==> src/hw/rtl/sos_pkg.sv <==
// ----------------------------------------------------------------------------
// sos_pkg
// Shared types and constants of the sweep object segmenter: field widths,
// detector and back end states, the object job record and fixed constants.
// ----------------------------------------------------------------------------
package sos_pkg;

   // field widths
   localparam int unsigned DIST_W   = 16;
   localparam int unsigned ANGLE_W  = 8;
   localparam int unsigned STEP_W   = 5;
   localparam int unsigned SUM_W    = 23;
   localparam int unsigned COUNT_W  = 7;
   localparam int unsigned FOUND_W  = 6;

   // saturation limits
   localparam logic [COUNT_W-1:0] COUNT_MAX  = 7'd127;
   localparam logic [FOUND_W-1:0] FOUND_MAX  = 6'd63;
   localparam logic [ANGLE_W-1:0] SIZE_LIMIT = 8'd180;

   // tangent arithmetic
   localparam int unsigned TAN_W      = 24;
   localparam int unsigned TRIG_W     = 31;
   localparam int unsigned FRAC_SHIFT = 16;
   localparam int unsigned Q30_SHIFT  = 30;
   localparam logic [63:0] ROUND_Q30    = 64'd1 << (Q30_SHIFT - 1);
   localparam logic [63:0] ONE_Q30      = 64'd1 << Q30_SHIFT;
   localparam logic [63:0] COS_HALF_Q30 = 64'd1073700939;
   localparam logic [63:0] SIN_HALF_Q30 = 64'd9370046;
   localparam int unsigned PROD_W     = DIST_W + TAN_W;

   // serial divider
   localparam int unsigned DIV_NUM_W  = 46;
   localparam int unsigned DIV_DEN_W  = 31;
   localparam int unsigned DIV_STEP_W = 6;
   localparam logic [DIV_STEP_W-1:0] MEAN_STEPS = 6'd23;
   localparam logic [DIV_STEP_W-1:0] TAN_STEPS  = 6'd46;

   // configuration registers
   localparam int unsigned CSR_INDEX_W = 1;
   localparam int unsigned CSR_DATA_W  = 16;
   localparam logic [CSR_INDEX_W-1:0] CSR_NEAR_THRESHOLD = 1'd0;
   localparam logic [CSR_INDEX_W-1:0] CSR_ANGLE_STEP     = 1'd1;
   localparam logic [DIST_W-1:0] THRESHOLD_RESET = 16'd1600;
   localparam logic [STEP_W-1:0] STEP_RESET      = 5'd2;

   // job queue
   localparam int unsigned QUEUE_DEPTH = 2;
   localparam int unsigned QUEUE_PTR_W = $clog2(QUEUE_DEPTH);
   localparam int unsigned QUEUE_CNT_W = $clog2(QUEUE_DEPTH + 1);

   typedef enum logic [2:0] {
      DET_IDLE     = 3'd0,
      DET_FIRST    = 3'd1,
      DET_SECOND   = 3'd2,
      DET_COUNTED  = 3'd3,
      DET_REJECTED = 3'd4,
      DET_CONTINUE = 3'd5,
      DET_ENDED    = 3'd6
   } det_state_type;

   typedef enum logic [2:0] {
      BK_IDLE,
      BK_MEAN,
      BK_TAN,
      BK_MUL,
      BK_WIDTH,
      BK_OUT
   } back_state_type;

   // one finished object handed from front to back
   typedef struct packed {
      logic [FOUND_W-1:0] found;
      logic [ANGLE_W-1:0] last;
      logic [ANGLE_W-1:0] run_begin;
      logic [SUM_W-1:0]   sum;
      logic [COUNT_W-1:0] count;
   } job_type;

endpackage

==> src/hw/rtl/sos_front.sv <==
// ----------------------------------------------------------------------------
// sos_front
// Classifies each sample as near or far, runs the object detector and
// pushes one job per finished object into the queue.
// ----------------------------------------------------------------------------
module sos_front import sos_pkg::*; (
   input  logic               clock,
   input  logic               reset,
   input  logic               req_valid,
   output logic               req_stall,
   input  logic               req_sweep_start,
   input  logic [ANGLE_W-1:0] req_angle,
   input  logic [DIST_W-1:0]  req_ir_distance,
   input  logic [DIST_W-1:0]  req_sonar_distance,
   input  logic [DIST_W-1:0]  near_threshold,
   input  logic [STEP_W-1:0]  angle_step,
   input  logic               queue_full,
   output logic               push,
   output job_type            push_job
);

   det_state_type      state_ff, state_in, state_cur;
   logic [ANGLE_W-1:0] begin_ff, begin_in, begin_cur;
   logic [SUM_W-1:0]   sum_ff, sum_in, sum_cur, sum_acc;
   logic [COUNT_W-1:0] count_ff, count_in, count_cur, count_acc;
   logic [FOUND_W-1:0] found_ff, found_in, found_cur;
   logic               accept, is_near, is_far, end_object;
   logic [ANGLE_W-1:0] last_angle;

   // stall only on a full queue
   assign req_stall = queue_full;
   assign accept    = req_valid && !req_stall;

   // detector next state
   always_comb begin
      state_cur = state_ff;
      begin_cur = begin_ff;
      sum_cur   = sum_ff;
      count_cur = count_ff;
      found_cur = found_ff;
      if (req_sweep_start) begin
         state_cur = DET_IDLE;
         begin_cur = '0;
         sum_cur   = '0;
         count_cur = '0;
         found_cur = '0;
      end

      is_near = (req_ir_distance < near_threshold) && (req_sonar_distance < near_threshold);
      is_far  = (req_ir_distance > near_threshold) || (req_sonar_distance > near_threshold);

      // accumulate until the count is full
      if (count_cur < COUNT_MAX) begin
         sum_acc   = sum_cur + SUM_W'(req_sonar_distance);
         count_acc = count_cur + COUNT_W'(1);
      end else begin
         sum_acc   = sum_cur;
         count_acc = count_cur;
      end

      last_angle = (req_angle >= ANGLE_W'(angle_step)) ?
                   req_angle - ANGLE_W'(angle_step) : '0;

      state_in   = state_cur;
      begin_in   = begin_cur;
      sum_in     = sum_cur;
      count_in   = count_cur;
      found_in   = found_cur;
      end_object = 1'b0;

      if (is_near) begin
         unique case (state_cur)
            DET_IDLE, DET_REJECTED, DET_ENDED: begin
               state_in = DET_FIRST;
               begin_in = req_angle;
               sum_in   = sum_acc;
               count_in = count_acc;
            end
            DET_FIRST: begin
               state_in = DET_SECOND;
               sum_in   = sum_acc;
               count_in = count_acc;
            end
            DET_SECOND: begin
               state_in = DET_COUNTED;
               sum_in   = sum_acc;
               count_in = count_acc;
               found_in = (found_cur < FOUND_MAX) ? found_cur + FOUND_W'(1) : found_cur;
            end
            DET_COUNTED, DET_CONTINUE: begin
               state_in = DET_CONTINUE;
               sum_in   = sum_acc;
               count_in = count_acc;
            end
            default: begin
               state_in = state_cur;
            end
         endcase
      end else if (is_far) begin
         unique case (state_cur)
            DET_FIRST, DET_SECOND: begin
               state_in = (found_cur == '0) ? DET_IDLE : DET_REJECTED;
               sum_in   = '0;
               count_in = '0;
            end
            DET_COUNTED, DET_CONTINUE: begin
               state_in   = DET_ENDED;
               sum_in     = '0;
               count_in   = '0;
               end_object = 1'b1;
            end
            default: begin
               state_in = state_cur;
            end
         endcase
      end
   end

   // job for the back end
   assign push               = accept && end_object;
   assign push_job.found     = found_cur;
   assign push_job.last      = last_angle;
   assign push_job.run_begin = begin_cur;
   assign push_job.sum       = sum_cur;
   assign push_job.count     = count_cur;

   // detector registers, updated per accepted beat
   always_ff @(posedge clock) begin
      if (reset) begin
         state_ff <= DET_IDLE;
         begin_ff <= '0;
         sum_ff   <= '0;
         count_ff <= '0;
         found_ff <= '0;
      end else if (accept) begin
         state_ff <= state_in;
         begin_ff <= begin_in;
         sum_ff   <= sum_in;
         count_ff <= count_in;
         found_ff <= found_in;
      end
   end

endmodule

==> src/hw/rtl/sos_queue.sv <==
// ----------------------------------------------------------------------------
// sos_queue
// Short job queue between the detector front and the arithmetic back end.
// ----------------------------------------------------------------------------
module sos_queue import sos_pkg::*; (
   input  logic    clock,
   input  logic    reset,
   input  logic    push,
   input  job_type push_job,
   output logic    full,
   input  logic    pop,
   output logic    head_valid,
   output job_type head_job
);

   job_type                entries_ff [QUEUE_DEPTH];
   logic [QUEUE_PTR_W-1:0] wr_ptr_ff, wr_ptr_in, rd_ptr_ff, rd_ptr_in;
   logic [QUEUE_CNT_W-1:0] count_ff, count_in;
   logic                   do_push, do_pop;

   assign full       = (count_ff == QUEUE_CNT_W'(QUEUE_DEPTH));
   assign head_valid = (count_ff != '0);
   assign head_job   = entries_ff[rd_ptr_ff];
   assign do_push    = push && !full;
   assign do_pop     = pop && head_valid;

   // pointer and fill bookkeeping
   always_comb begin
      wr_ptr_in = wr_ptr_ff;
      rd_ptr_in = rd_ptr_ff;
      count_in  = count_ff;
      if (do_push) begin
         wr_ptr_in = (wr_ptr_ff == QUEUE_PTR_W'(QUEUE_DEPTH - 1)) ?
                     '0 : wr_ptr_ff + QUEUE_PTR_W'(1);
      end
      if (do_pop) begin
         rd_ptr_in = (rd_ptr_ff == QUEUE_PTR_W'(QUEUE_DEPTH - 1)) ?
                     '0 : rd_ptr_ff + QUEUE_PTR_W'(1);
      end
      priority if (do_push && !do_pop) begin
         count_in = count_ff + QUEUE_CNT_W'(1);
      end else if (do_pop && !do_push) begin
         count_in = count_ff - QUEUE_CNT_W'(1);
      end
   end

   always_ff @(posedge clock) begin
      if (reset) begin
         wr_ptr_ff <= '0;
         rd_ptr_ff <= '0;
         count_ff  <= '0;
      end else begin
         wr_ptr_ff <= wr_ptr_in;
         rd_ptr_ff <= rd_ptr_in;
         count_ff  <= count_in;
      end
   end

   // job storage
   always_ff @(posedge clock) begin
      if (do_push) begin
         entries_ff[wr_ptr_ff] <= push_job;
      end
   end

endmodule

==> src/hw/rtl/sos_divider.sv <==
// ----------------------------------------------------------------------------
// sos_divider
// Restoring divider, one quotient bit per cycle. The numerator is shifted in
// from its top bit; after the given number of steps the quotient sits in
// the low bits of the quotient word.
// ----------------------------------------------------------------------------
module sos_divider import sos_pkg::*; (
   input  logic                  clock,
   input  logic                  reset,
   input  logic                  start,
   input  logic [DIV_NUM_W-1:0]  numerator,
   input  logic [DIV_DEN_W-1:0]  denominator,
   input  logic [DIV_STEP_W-1:0] steps,
   output logic                  done,
   output logic [DIV_NUM_W-1:0]  quotient
);

   logic                  busy_ff, busy_in, done_ff, done_in;
   logic [DIV_STEP_W-1:0] left_ff, left_in;
   logic [DIV_NUM_W-1:0]  num_ff, num_in;
   logic [DIV_DEN_W-1:0]  rem_ff, rem_in, den_ff, den_in;
   logic [DIV_DEN_W:0]    rem_shift;
   logic                  fits, last_step;

   assign done     = done_ff;
   assign quotient = num_ff;

   // one trial subtract per cycle
   always_comb begin
      rem_shift = {rem_ff, num_ff[DIV_NUM_W-1]};
      fits      = (rem_shift >= {1'b0, den_ff});
      last_step = busy_ff && (left_ff == DIV_STEP_W'(1));

      busy_in = busy_ff;
      done_in = last_step;
      left_in = left_ff;
      num_in  = num_ff;
      rem_in  = rem_ff;
      den_in  = den_ff;
      if (start) begin
         busy_in = 1'b1;
         left_in = steps;
         num_in  = numerator;
         rem_in  = '0;
         den_in  = denominator;
      end else if (busy_ff) begin
         busy_in = !last_step;
         left_in = left_ff - DIV_STEP_W'(1);
         num_in  = {num_ff[DIV_NUM_W-2:0], fits};
         rem_in  = fits ? DIV_DEN_W'(rem_shift - {1'b0, den_ff}) : rem_shift[DIV_DEN_W-1:0];
      end
   end

   always_ff @(posedge clock) begin
      if (reset) begin
         busy_ff <= 1'b0;
         done_ff <= 1'b0;
         left_ff <= '0;
      end else begin
         busy_ff <= busy_in;
         done_ff <= done_in;
         left_ff <= left_in;
      end
   end

   always_ff @(posedge clock) begin
      num_ff <= num_in;
      rem_ff <= rem_in;
      den_ff <= den_in;
   end

endmodule

==> src/hw/rtl/sos_back.sv <==
// ----------------------------------------------------------------------------
// sos_back
// Takes one object job at a time: center, size, mean distance through the
// serial divider, then, for sizes on the table, tangent of half the size
// through the same divider and width by one multiply; then the result register.
// ----------------------------------------------------------------------------
module sos_back import sos_pkg::*; #(
   parameter int TAN_ENTRIES = 91
) (
   input  logic               clock,
   input  logic               reset,
   input  logic               job_valid,
   input  job_type            job,
   output logic               job_pop,
   output logic               rsp_valid,
   input  logic               rsp_stall,
   output logic [FOUND_W-1:0] rsp_object_number,
   output logic [ANGLE_W-1:0] rsp_center_angle,
   output logic [ANGLE_W-1:0] rsp_angular_size,
   output logic [DIST_W-1:0]  rsp_mean_distance,
   output logic [DIST_W-1:0]  rsp_object_width
);

   localparam int IdxW = $clog2(TAN_ENTRIES);

   typedef logic [TRIG_W-1:0] trig_col_type [TAN_ENTRIES];

   // unit vector rotated by half a degree per entry, Q30
   function automatic trig_col_type build_trig(input logic want_sin);
      logic [63:0]  c;
      logic [63:0]  s;
      logic [63:0]  nc;
      logic [63:0]  ns;
      trig_col_type col;
      int           k;
      c = ONE_Q30;
      s = '0;
      for (k = 0; k < TAN_ENTRIES; k++) begin
         col[k] = want_sin ? s[TRIG_W-1:0] : c[TRIG_W-1:0];
         nc = (c * COS_HALF_Q30 + ROUND_Q30) >> Q30_SHIFT;
         ns = (s * SIN_HALF_Q30 + ROUND_Q30) >> Q30_SHIFT;
         nc = (nc > ns) ? nc - ns : 64'd0;
         ns = ((s * COS_HALF_Q30 + ROUND_Q30) >> Q30_SHIFT) +
              ((c * SIN_HALF_Q30 + ROUND_Q30) >> Q30_SHIFT);
         c  = nc;
         s  = ns;
      end
      return col;
   endfunction

   localparam trig_col_type SIN_ROM = build_trig(1'b1);
   localparam trig_col_type COS_ROM = build_trig(1'b0);

   back_state_type        state_ff, state_in;
   logic [FOUND_W-1:0]    number_ff, number_in;
   logic [ANGLE_W-1:0]    center_ff, center_in, size_ff, size_in;
   logic                  zero_count_ff, zero_count_in, off_table_ff, off_table_in;
   logic [DIST_W-1:0]     mean_ff, mean_in, width_ff, width_in;
   logic [TAN_W-1:0]      tan_ff, tan_in;
   logic [PROD_W-1:0]     prod_ff, prod_in;
   logic                  rsp_valid_ff, rsp_valid_in;
   logic [FOUND_W-1:0]    rsp_number_ff;
   logic [ANGLE_W-1:0]    rsp_center_ff, rsp_size_ff;
   logic [DIST_W-1:0]     rsp_mean_ff, rsp_width_ff;
   logic                  rsp_load, slot_free;

   logic                  div_start, div_done;
   logic [DIV_NUM_W-1:0]  div_num, div_quo;
   logic [DIV_DEN_W-1:0]  div_den;
   logic [DIV_STEP_W-1:0] div_steps;

   logic [ANGLE_W:0]      center_sum;
   logic [ANGLE_W-1:0]    job_size;
   logic                  job_off;
   logic [IdxW-1:0]       tan_idx;
   logic [TRIG_W-1:0]     sin_sel, cos_sel;
   logic [SUM_W-1:0]      mean_quo;
   logic [DIST_W-1:0]     mean_value, width_sat;

   sos_divider u_divider (
      .clock       (clock),
      .reset       (reset),
      .start       (div_start),
      .numerator   (div_num),
      .denominator (div_den),
      .steps       (div_steps),
      .done        (div_done),
      .quotient    (div_quo)
   );

   // job geometry
   always_comb begin
      center_sum = {1'b0, job.last} + {1'b0, job.run_begin};
      job_size   = (job.last >= job.run_begin) ? job.last - job.run_begin : '0;
      job_off    = (job_size >= SIZE_LIMIT) || (int'(job_size) >= TAN_ENTRIES);
   end

   // table lookup, divide and width results
   always_comb begin
      tan_idx    = size_ff[IdxW-1:0];
      sin_sel    = SIN_ROM[tan_idx];
      cos_sel    = COS_ROM[tan_idx];
      mean_quo   = div_quo[SUM_W-1:0];
      if (zero_count_ff) begin
         mean_value = '0;
      end else if (|mean_quo[SUM_W-1:DIST_W]) begin
         mean_value = '1;
      end else begin
         mean_value = mean_quo[DIST_W-1:0];
      end
      // (2 * mean * tan) >> 16 == product >> 15
      if (|prod_ff[PROD_W-1:DIST_W+FRAC_SHIFT-1]) begin
         width_sat = '1;
      end else begin
         width_sat = prod_ff[DIST_W+FRAC_SHIFT-2:FRAC_SHIFT-1];
      end
   end

   assign slot_free = !rsp_valid_ff || !rsp_stall;

   // sequencer next state and outputs
   always_comb begin
      state_in      = state_ff;
      number_in     = number_ff;
      center_in     = center_ff;
      size_in       = size_ff;
      zero_count_in = zero_count_ff;
      off_table_in  = off_table_ff;
      mean_in       = mean_ff;
      tan_in        = tan_ff;
      prod_in       = prod_ff;
      width_in      = width_ff;
      job_pop       = 1'b0;
      div_start     = 1'b0;
      div_num       = {job.sum, {(DIV_NUM_W - SUM_W){1'b0}}};
      div_den       = DIV_DEN_W'(job.count);
      div_steps     = MEAN_STEPS;
      rsp_load      = 1'b0;

      unique case (state_ff)
         BK_IDLE: begin
            if (job_valid) begin
               job_pop       = 1'b1;
               div_start     = 1'b1;
               number_in     = job.found;
               center_in     = center_sum[ANGLE_W:1];
               size_in       = job_size;
               zero_count_in = (job.count == '0);
               off_table_in  = job_off;
               state_in      = BK_MEAN;
            end
         end
         BK_MEAN: begin
            div_num   = {sin_sel[TRIG_W-2:0], {FRAC_SHIFT{1'b0}}};
            div_den   = cos_sel;
            div_steps = TAN_STEPS;
            if (div_done) begin
               mean_in = mean_value;
               if (off_table_ff) begin
                  width_in = '1;
                  state_in = BK_OUT;
               end else begin
                  div_start = 1'b1;
                  state_in  = BK_TAN;
               end
            end
         end
         BK_TAN: begin
            if (div_done) begin
               tan_in   = div_quo[TAN_W-1:0];
               state_in = BK_MUL;
            end
         end
         BK_MUL: begin
            prod_in  = PROD_W'(mean_ff) * PROD_W'(tan_ff);
            state_in = BK_WIDTH;
         end
         BK_WIDTH: begin
            width_in = width_sat;
            state_in = BK_OUT;
         end
         BK_OUT: begin
            if (slot_free) begin
               rsp_load = 1'b1;
               state_in = BK_IDLE;
            end
         end
         default: begin
            state_in = BK_IDLE;
         end
      endcase

      if (rsp_load) begin
         rsp_valid_in = 1'b1;
      end else if (!rsp_stall) begin
         rsp_valid_in = 1'b0;
      end else begin
         rsp_valid_in = rsp_valid_ff;
      end
   end

   // control registers
   always_ff @(posedge clock) begin
      if (reset) begin
         state_ff     <= BK_IDLE;
         rsp_valid_ff <= 1'b0;
      end else begin
         state_ff     <= state_in;
         rsp_valid_ff <= rsp_valid_in;
      end
   end

   // working registers
   always_ff @(posedge clock) begin
      number_ff     <= number_in;
      center_ff     <= center_in;
      size_ff       <= size_in;
      zero_count_ff <= zero_count_in;
      off_table_ff  <= off_table_in;
      mean_ff       <= mean_in;
      tan_ff        <= tan_in;
      prod_ff       <= prod_in;
      width_ff      <= width_in;
   end

   // result register
   always_ff @(posedge clock) begin
      if (rsp_load) begin
         rsp_number_ff <= number_ff;
         rsp_center_ff <= center_ff;
         rsp_size_ff   <= size_ff;
         rsp_mean_ff   <= mean_ff;
         rsp_width_ff  <= width_ff;
      end
   end

   assign rsp_valid         = rsp_valid_ff;
   assign rsp_object_number = rsp_number_ff;
   assign rsp_center_angle  = rsp_center_ff;
   assign rsp_angular_size  = rsp_size_ff;
   assign rsp_mean_distance = rsp_mean_ff;
   assign rsp_object_width  = rsp_width_ff;

endmodule

==> src/hw/rtl/sweep_object_segmenter.sv <==
// ----------------------------------------------------------------------------
// sweep_object_segmenter
// Finds objects in a servo sweep and reports center, size, mean distance
// and linear width of each.
// ----------------------------------------------------------------------------
// A sample beat is taken every clock cycle while the two-entry object queue
// has room; the detector classifies it and updates its run state in that
// cycle. A beat that ends an object leaves a job in the queue, and the back
// end turns each job into one result beat: the shared bit-serial divider
// for the mean distance, then again for the tangent quotient (skipped when
// the size is off the tangent table), one multiply, one saturation step and
// the load of the result register. The back end takes a new job only once
// the last one is through, and req_stall rises only when two objects wait
// behind the one in progress.
// The tangent table is built at elaboration; there is no start-up pass.
// Configuration writes are taken in any cycle and belong in idle periods.
// ----------------------------------------------------------------------------
module sweep_object_segmenter import sos_pkg::*; #(
   parameter int TAN_ENTRIES = 91
) (
   input  logic                   clock,
   input  logic                   reset,
   input  logic                   req_valid,
   output logic                   req_stall,
   input  logic                   req_sweep_start,
   input  logic [ANGLE_W-1:0]     req_angle,
   input  logic [DIST_W-1:0]      req_ir_distance,
   input  logic [DIST_W-1:0]      req_sonar_distance,
   output logic                   rsp_valid,
   input  logic                   rsp_stall,
   output logic [FOUND_W-1:0]     rsp_object_number,
   output logic [ANGLE_W-1:0]     rsp_center_angle,
   output logic [ANGLE_W-1:0]     rsp_angular_size,
   output logic [DIST_W-1:0]      rsp_mean_distance,
   output logic [DIST_W-1:0]      rsp_object_width,
   input  logic                   csr_write,
   input  logic [CSR_INDEX_W-1:0] csr_index,
   input  logic [CSR_DATA_W-1:0]  csr_wdata
);

   logic [DIST_W-1:0] near_threshold_ff, near_threshold_in;
   logic [STEP_W-1:0] angle_step_ff, angle_step_in;
   logic              push, queue_full, head_valid, job_pop;
   job_type           push_job, head_job;

   // configuration registers
   always_comb begin
      near_threshold_in = near_threshold_ff;
      angle_step_in     = angle_step_ff;
      if (csr_write) begin
         unique case (csr_index)
            CSR_NEAR_THRESHOLD: near_threshold_in = csr_wdata[DIST_W-1:0];
            CSR_ANGLE_STEP:     angle_step_in     = csr_wdata[STEP_W-1:0];
            default:            near_threshold_in = near_threshold_ff;
         endcase
      end
   end

   always_ff @(posedge clock) begin
      if (reset) begin
         near_threshold_ff <= THRESHOLD_RESET;
         angle_step_ff     <= STEP_RESET;
      end else begin
         near_threshold_ff <= near_threshold_in;
         angle_step_ff     <= angle_step_in;
      end
   end

   // detector front
   sos_front u_front (
      .clock              (clock),
      .reset              (reset),
      .req_valid          (req_valid),
      .req_stall          (req_stall),
      .req_sweep_start    (req_sweep_start),
      .req_angle          (req_angle),
      .req_ir_distance    (req_ir_distance),
      .req_sonar_distance (req_sonar_distance),
      .near_threshold     (near_threshold_ff),
      .angle_step         (angle_step_ff),
      .queue_full         (queue_full),
      .push               (push),
      .push_job           (push_job)
   );

   // object job queue
   sos_queue u_queue (
      .clock      (clock),
      .reset      (reset),
      .push       (push),
      .push_job   (push_job),
      .full       (queue_full),
      .pop        (job_pop),
      .head_valid (head_valid),
      .head_job   (head_job)
   );

   // arithmetic back end
   sos_back #(
      .TAN_ENTRIES (TAN_ENTRIES)
   ) u_back (
      .clock             (clock),
      .reset             (reset),
      .job_valid         (head_valid),
      .job               (head_job),
      .job_pop           (job_pop),
      .rsp_valid         (rsp_valid),
      .rsp_stall         (rsp_stall),
      .rsp_object_number (rsp_object_number),
      .rsp_center_angle  (rsp_center_angle),
      .rsp_angular_size  (rsp_angular_size),
      .rsp_mean_distance (rsp_mean_distance),
      .rsp_object_width  (rsp_object_width)
   );

endmodule

==> config.mk <==
export PLATFORM = sky130hd
export DESIGN_NAME = sweep_object_segmenter
export DESIGN_NICKNAME = d
export VERILOG_FILES = /design/src/hw/rtl/sos_pkg.sv /design/src/hw/rtl/sos_front.sv /design/src/hw/rtl/sos_queue.sv /design/src/hw/rtl/sos_divider.sv /design/src/hw/rtl/sos_back.sv /design/src/hw/rtl/sweep_object_segmenter.sv
export SDC_FILE = /design/constraint.sdc
export NUM_CORES = 2
export LEC_CHECK = 0
export BUFFER_PORTS_ARGS = -buffer_cell sky130_fd_sc_hd__buf_2
export CAP_MARGIN = 30
export CORE_MARGIN = 1.5
export CORE_UTILIZATION = 50
export CTS_BUF_LIST = sky130_fd_sc_hd__clkbuf_16
export CTS_CLUSTER_SIZE = 16
export DETAILED_ROUTE_END_ITERATION = 6
export PLACE_DENSITY_LB_ADDON = 0.25
export SLEW_MARGIN = 20
export SYNTH_ARGS = -nofsm -noshare
export SYNTH_HDL_FRONTEND = slang
export SYNTH_SLANG_ARGS = --single-unit
==> constraint.sdc <==
create_clock -name clock -period 7.43 [get_ports clock]
set_input_delay 0.3715 -clock clock [delete_from_list [all_inputs] [get_ports clock]]
set_output_delay 0.3715 -clock clock [all_outputs]
set_load 0.05 [all_outputs]
# Word-level counts from Yosys, hierarchy flattened

Memory sizes are Yosys's and may differ from the RTL's. A register that Yosys moved wholly into a read port is not among the register bits.
Index checks and enable logic that the tools add are counted.

Input bits: 63
Memory bits (read-only): 7936
Memories kept: 3
Output and inout port bits: 56
Word-level logic and storage cells: 193
Flip-flop bits (word level): 366
RAM bits: 104

Order comparisons: 12
Bitwise logic cells: 2
Reduce and logical (&&, ||, !) cells: 39
Multipliers: 1
Add/sub/neg operators: 12
Equal/unequal tests: 19
Multiplexer cells: 72

Memory list:

| name               | words | bits a word | rd ports | clocked after Yosys merged registers in | write ports | line            | source |
|---|---|---|---|---|---|---|---|
| (no name shown)    | 128   | 31          | 1        | 0                                       | 0           | sos_back.sv:102 | `cos_sel = COS_ROM[tan_idx];` |
| (no name shown)    | 128   | 31          | 1        | 0                                       | 0           | sos_back.sv:101 | `sin_sel = SIN_ROM[tan_idx];` |
| u_queue.entries_ff | 2     | 52          | 1        | 1                                       | 1           | sos_queue.sv:16 | `job_type entries_ff [QUEUE_DEPTH];` |

Operators by type and width:

| cell                                                | count |
|---|---|
| 2-to-1 mux 23 bit                                   | 6 |
| 2-to-1 mux 46 bit                                   | 3 |
| 2-to-1 mux 31 bit                                   | 3 |
| 2-to-1 mux 16 bit                                   | 4 |
| 2-to-1 mux 30 bit                                   | 2 |
| 2-to-1 mux 7 bit                                    | 7 |
| 2-to-1 mux 6 bit                                    | 7 |
| multiplier 16 x 24 -> 40 bit                        | 1 |
| 2-to-1 mux 8 bit                                    | 5 |
| >= comparator 32 x 31 -> 1 bit                      | 1 |
| > comparator 16 bit                                 | 2 |
| less-than comparator 16 bit                         | 2 |
| one-hot mux 16 bit (2 select lines)                 | 1 |
| subtractor 31 bit                                   | 1 |
| 2-to-1 mux 3 bit                                    | 9 |
| adder 23 x 16 -> 23 bit                             | 1 |
| 2-to-1 mux 1 bit                                    | 19 |
| one-hot mux 3 bit (6 select lines)                  | 1 |
| >= comparator 8 bit, second input constant          | 2 |
| equality test 3 bit, second input constant          | 5 |
| OR reduction 7 bit                                  | 2 |
| equality test 3 x 2 -> 1 bit, second input constant | 4 |
| one-hot mux 3 bit (4 select lines)                  | 1 |
| AND reduction 2 bit                                 | 5 |
| other kinds (37)                                    | 63 |

# Logic depth before layout (Yosys ltp)

Depth after elaboration: 12
Mapped depth: 24
Mapped depth without buffers: 23

# Hierarchy

From an unflattened synthesis, not the netlist that was laid out.

Cells, all modules: 4451
Area total of the unflattened synthesis: 40890.5 µm²

By module, submodules not included:

| module                 | area each (µm²) | sequential area each (µm²) | cells an instance | instances |
|---|---|---|---|---|
| sos_back               | 24905.1         | 4854.7                     | 2951              | 1 |
| sos_divider            | 6487.5          | 3093.0                     | 609               | 1 |
| sos_front              | 4621.9          | 940.9                      | 615               | 1 |
| sos_queue              | 3958.8          | 3223.1                     | 187               | 1 |
| sweep_object_segmenter | 917.1           | 420.4                      | 89                | 1 |

# Worst setup path before layout

Ideal clock, no wire load.

Path kind: reg-to-reg
Start point: reg u_back.mean_ff[5]
End point: reg u_back.prod_ff[32], data pin
Required time: 7.165 ns
Slack: 1.089 ns
Arrival time: 6.076 ns
Buffers on the path: 1
Stages on the path, launching flop included: 23
Setup time: 0.265 ns
Period minus slack after synthesis: 6.341 ns
Path through: edfxtp_1 > clkbuf_1 > and2_1 > fa_1 > inv_1 > fa_1 > fa_1 > fa_1 > inv_1 > fa_1 > inv_1 > fa_1 > inv_1 > ha_1 > a21oi_1 > a21oi_1 > a211oi_1 > o211ai_1 > a31o_2 > a41o_1 > o41ai_1 > o21ai_0 > xor2_1

Longest elaborated chain between the ends: 1

RTL lines:

| item                         | line            | source |
|---|---|---|
| start, declared              | sos_back.sv:58  | `logic [DIST_W-1:0] mean_ff, mean_in, width_ff, width_in;` |
| start signal, assigned       | sos_back.sv:220 | `mean_ff <= mean_in;` |
| multiplier 16 x 24 -> 40 bit | sos_back.sv:175 | `prod_in = PROD_W'(mean_ff) * PROD_W'(tan_ff);` |
| end signal, assigned         | sos_back.sv:222 | `prod_ff <= prod_in;` |
| end, declared                | sos_back.sv:60  | `logic [PROD_W-1:0] prod_ff, prod_in;` |

Every way passes these cells.
A chain may end at the register's enable or synchronous reset.

# Worst setup path in the final report

Start point: reg u_back.mean_ff[4]
End point: reg u_back.prod_ff[32], data pin

Same word-level chain as after synthesis.

==> key figures <==
Hold path
  • Hold Path Sink: u_front.begin_ff[0]
  • Worst min path class: input port to flop
  • Hold path depth: 2
  • Hold Startpoint: req_angle[0]

Logic synthesis
  • XOR/XNOR Fraction of Synth Area: 0.0178
  • Async S/R FF share, synth: 0
  • Post-synth top area share: 0.259
  • Predominant post-synthesis flop cell: edfxtp_1
  • Mux share of post-synthesis cell area: 0.0205
  • Mean post-synth cell area: 9.13 um2
  • Largest family of logic cells by synthesized area: adder cells
  • Seq cells post-synth: 456
  • Synth area leader: edfxtp_1
  • Seq/Total Area, Yosys: 0.318
  • Adder-cell share of the synthesized area: 0.235
  • Post-synth cell types: 95
  • Most area-consuming cells after synthesis: edfxtp_1, fa_1, ha_1
  • Cell area after synthesis: a little under 40,000 um2
  • Number of synthesized flops with an enable pin: 340
  • Synth Area in Compound Gates: 0.170
  • Synth warn: 0
  • Post-Synth Simple-Gate Area: 0.167
  • Syn_nets: between 4,000 and 5,000
  • Synth Instances: ~4,300

Setup path
  • CP required: 7800 ps
  • Critical Path Fanout Max: 12
  • Crit path DAT: ~7400 ps
  • Worst flop-to-flop path startpoint: u_back.mean_ff[4]
  • Reg-to-reg slack, setup: 430 ps
  • Number of cells on the worst reg-to-reg path: 21
  • Worst Setup Start Kind: flop
  • CP Launch Point: u_back.mean_ff[4]
  • Worst Setup End Kind: flop
  • Critical path class: flop to flop
  • Reg2reg end: u_back.prod_ff[32]

Timing
  • Fin crit period: around 7000 ps
  • Worst-margin pin slew: 1140 ps
  • Final critical-path share of the clock period: 0.943
  • Max-slew violations: 0
  • Setup violators final: 0
  • Clock skew: between 50 and 60 ps
  • Max_slew headroom: 0.235
  • Final Hold Fails: 0
  • Hold Slack: about 38 ps
  • Setup TNS: 0 ps
  • RSZ-0062 raised after global routing: false
  • Fmax: 143 MHz

CTS
  • Num CTS Buffers: between 50 and 60
  • Clock latency on the worst-skew pair: 640 ps
  • CTS clock-pin slew for the worst setup and hold paths: around 60 ps
  • Max clock buf depth: 3
  • Number of setup buffers added after CTS: 0
  • CTS tree: yes
  • Clock sink count: 456
  • CTS H-tree lvls: 2
  • CTS root buf: clkbuf_16

Place
  • Global placement routability congestion: 1.05
  • PortBufs: between 100 and 150
  • HPWL after DPL: 95.9 mm

Floorplan
  • Chip Height: between 200 and 300 um
  • Die Wd: 284 um
  • Ports: about 120
  • Starting density of the core: 0.506
  • Placeable Area: approximately 78,000 um2
  • Rows: 102
  • Die area: 80,400 um2

Finish
  • Layout area overhead: 9.12%
  • Most common cell after layout, fill and taps aside: nand2_1
  • Most frequent cells in the layout: nand2_1, inv_1, edfxtp_1
  • Util after Layout: 0.552
  • Ratio of cells with drive above 1 in the final layout: 0.0824
  • # nets final: around 5,000

Power
  • Comb pwr share: 0.606
  • Sw Ratio: 0.516
  • Internal power: about 7500 uW
  • Clock share of power: 0.156
  • Seq pwr share: 0.238
  • Pwr/cell area: about 360 nW/um2
  • Psw: roughly 8000 uW
  • Leakage: between 0.015 and 0.02 uW
  • Worst vdd ir: 0.000262 V

Route
  • DRC Markers: 0
  • Vias: 33,328
  • DRT Pass-1 Iters: 7
  • DRT iter0 DRCs: between 3,000 and 4,000
  • Post-DRT Antenna Nets: 0
  • Total Routed Length: about 130 mm
  • Via-to-Cell Ratio: between 6 and 7
  • Wire per inst: ~24 um

Global routing
  • Largest net degree at the start of global routing: around 160
  • Total congestion overflow: 0
  • Vias in the first global route: 32,735
  • Total GRT Usage: 0.325
  • Initial antenna violation count: 3
  • First-pass GRT wire length: approximately 200 mm

Flow run
  • Max-cap violations: 0

Outcome
  • Status: finished clean
-- worst max path at each step --
stage,slack (ps),endpoint
final,430,u_back.prod_ff[32]
after global routing,80,u_back.prod_ff[32]
after CTS,360,u_back.prod_ff[37]
after detailed placement,410,u_back.prod_ff[34]
after global placement,480,u_back.prod_ff[36]
after floorplan,1090,u_back.prod_ff[32]
-- cell families (layout without fill, tap and decap cells) --
kind of cell | Yosys count | after routing
flip-flops | 456 | 456
adder cells (fa/ha/maj) | 554 | 554
multiplexers | 77 | 77
AND/OR/NAND/NOR | 1389 | 1389
AO/OA/AOI/OAI | 1019 | 1019
other | 0 | 2
XOR/XNOR | 80 | 80
buffers and inverters | 737 | 807
-- synth_stat cells, types with 65 or more instances --
| library cell | number |
|---|---|
| nor2b_1 | 74 |
| nand3_1 | 78 |
| ha_1 | 243 |
| a211oi_1 | 79 |
| o21ai_0 | 235 |
| inv_1 | 465 |
| nor2_1 | 294 |
| clkbuf_1 | 225 |
| a21o_1 | 65 |
| nor3_1 | 76 |
| a21oi_1 | 270 |
| dfxtp_1 | 116 |
| fa_1 | 310 |
| and2_1 | 166 |
| nand2_1 | 509 |
| edfxtp_1 | 340 |
-- flip-flops by register name (all words and copies together), names as in the netlist, 16 cells and up, named ones only --
signal and count:
u_queue.entries_ff 104, u_back.u_divider.quotient 46, u_back.u_divider.den_ff 31, u_back.u_divider.rem_ff 31, u_back.prod_ff 25, u_back.tan_ff 24, u_front.sum_ff 23, near_threshold_ff 16
u_back.mean_ff 16, u_back.rsp_mean_distance 16, u_back.rsp_object_width 16, u_back.width_ff 16
-- through the flow --
step | instance area (um2) | total power (uW) | setup WS (ps) | std cells
global placement | 41000 | 12600 | 477 | 5295
floorplan | 39300 | 9310 | 1090 | 4312
detailed placement | 41100 | 12500 | 406 | 5301
finish | 42900 | 15400 | 426 | 5424
CTS | 42900 | 15000 | 363 | 5417
global route | 42900 | 16000 | 76.9 | 5422
-- power by group through the flow --
stage | clock network, uW | registers [uW] | logic [uW]
after detailed placement | 0 | 3720 | 8800
final | 2400 | 3670 | 9340
after global placement | 0 | 3720 | 8850
after CTS | 2440 | 3670 | 8860
after global routing | 2530 | 3720 | 9780
after floorplan | 0 | 3600 | 5710
-- cell type report --
cell class / instances / area [um2]
Sequential cell: 456 / 12500
Antenna cell: 2 / 5.00
Clock buffer: 51 / 1280
Timing Repair Buffer: 242 / 1660
Clock inverter: 45 / 315
Tap cell: 1040 / 1300
Multi-Input combinational cell: 3119 / 24100
Fill cell: 7026 / 34800
Inverter: 469 / 1760
-- repair_timing --
item	in CTS	in global routing
setup endpoints to repair	0	1
hold buffers	20	0
endpoints found under the hold margin	25	0
resized for setup	0	1
-- worst max-delay path: stages, from the launching register on --
cell and delay [ps]:
edfxtp_1 560, and2_1 260, fa_1 540, inv_1 60, fa_1 570, fa_1 440
fa_1 500, inv_1 60, fa_1 530, inv_1 60, fa_1 540, inv_1 50
ha_1 320, a21oi_1 140, a21oi_1 90, a211oi_1 260, o211ai_1 310, a31o_2 370
a41o_1 300, o41ai_1 440, o21ai_0 210, xor2_1 170
-- layer usage --
metal,vias up,wire [um],track usage
met3,369,13900,0.0841
met4,6,6340,0.141
met1,16204,54100,0.436
met5,-,101,0
li1,15024,-,-
met2,1725,57700,0.498
Power figures use the tool's default switching activity.
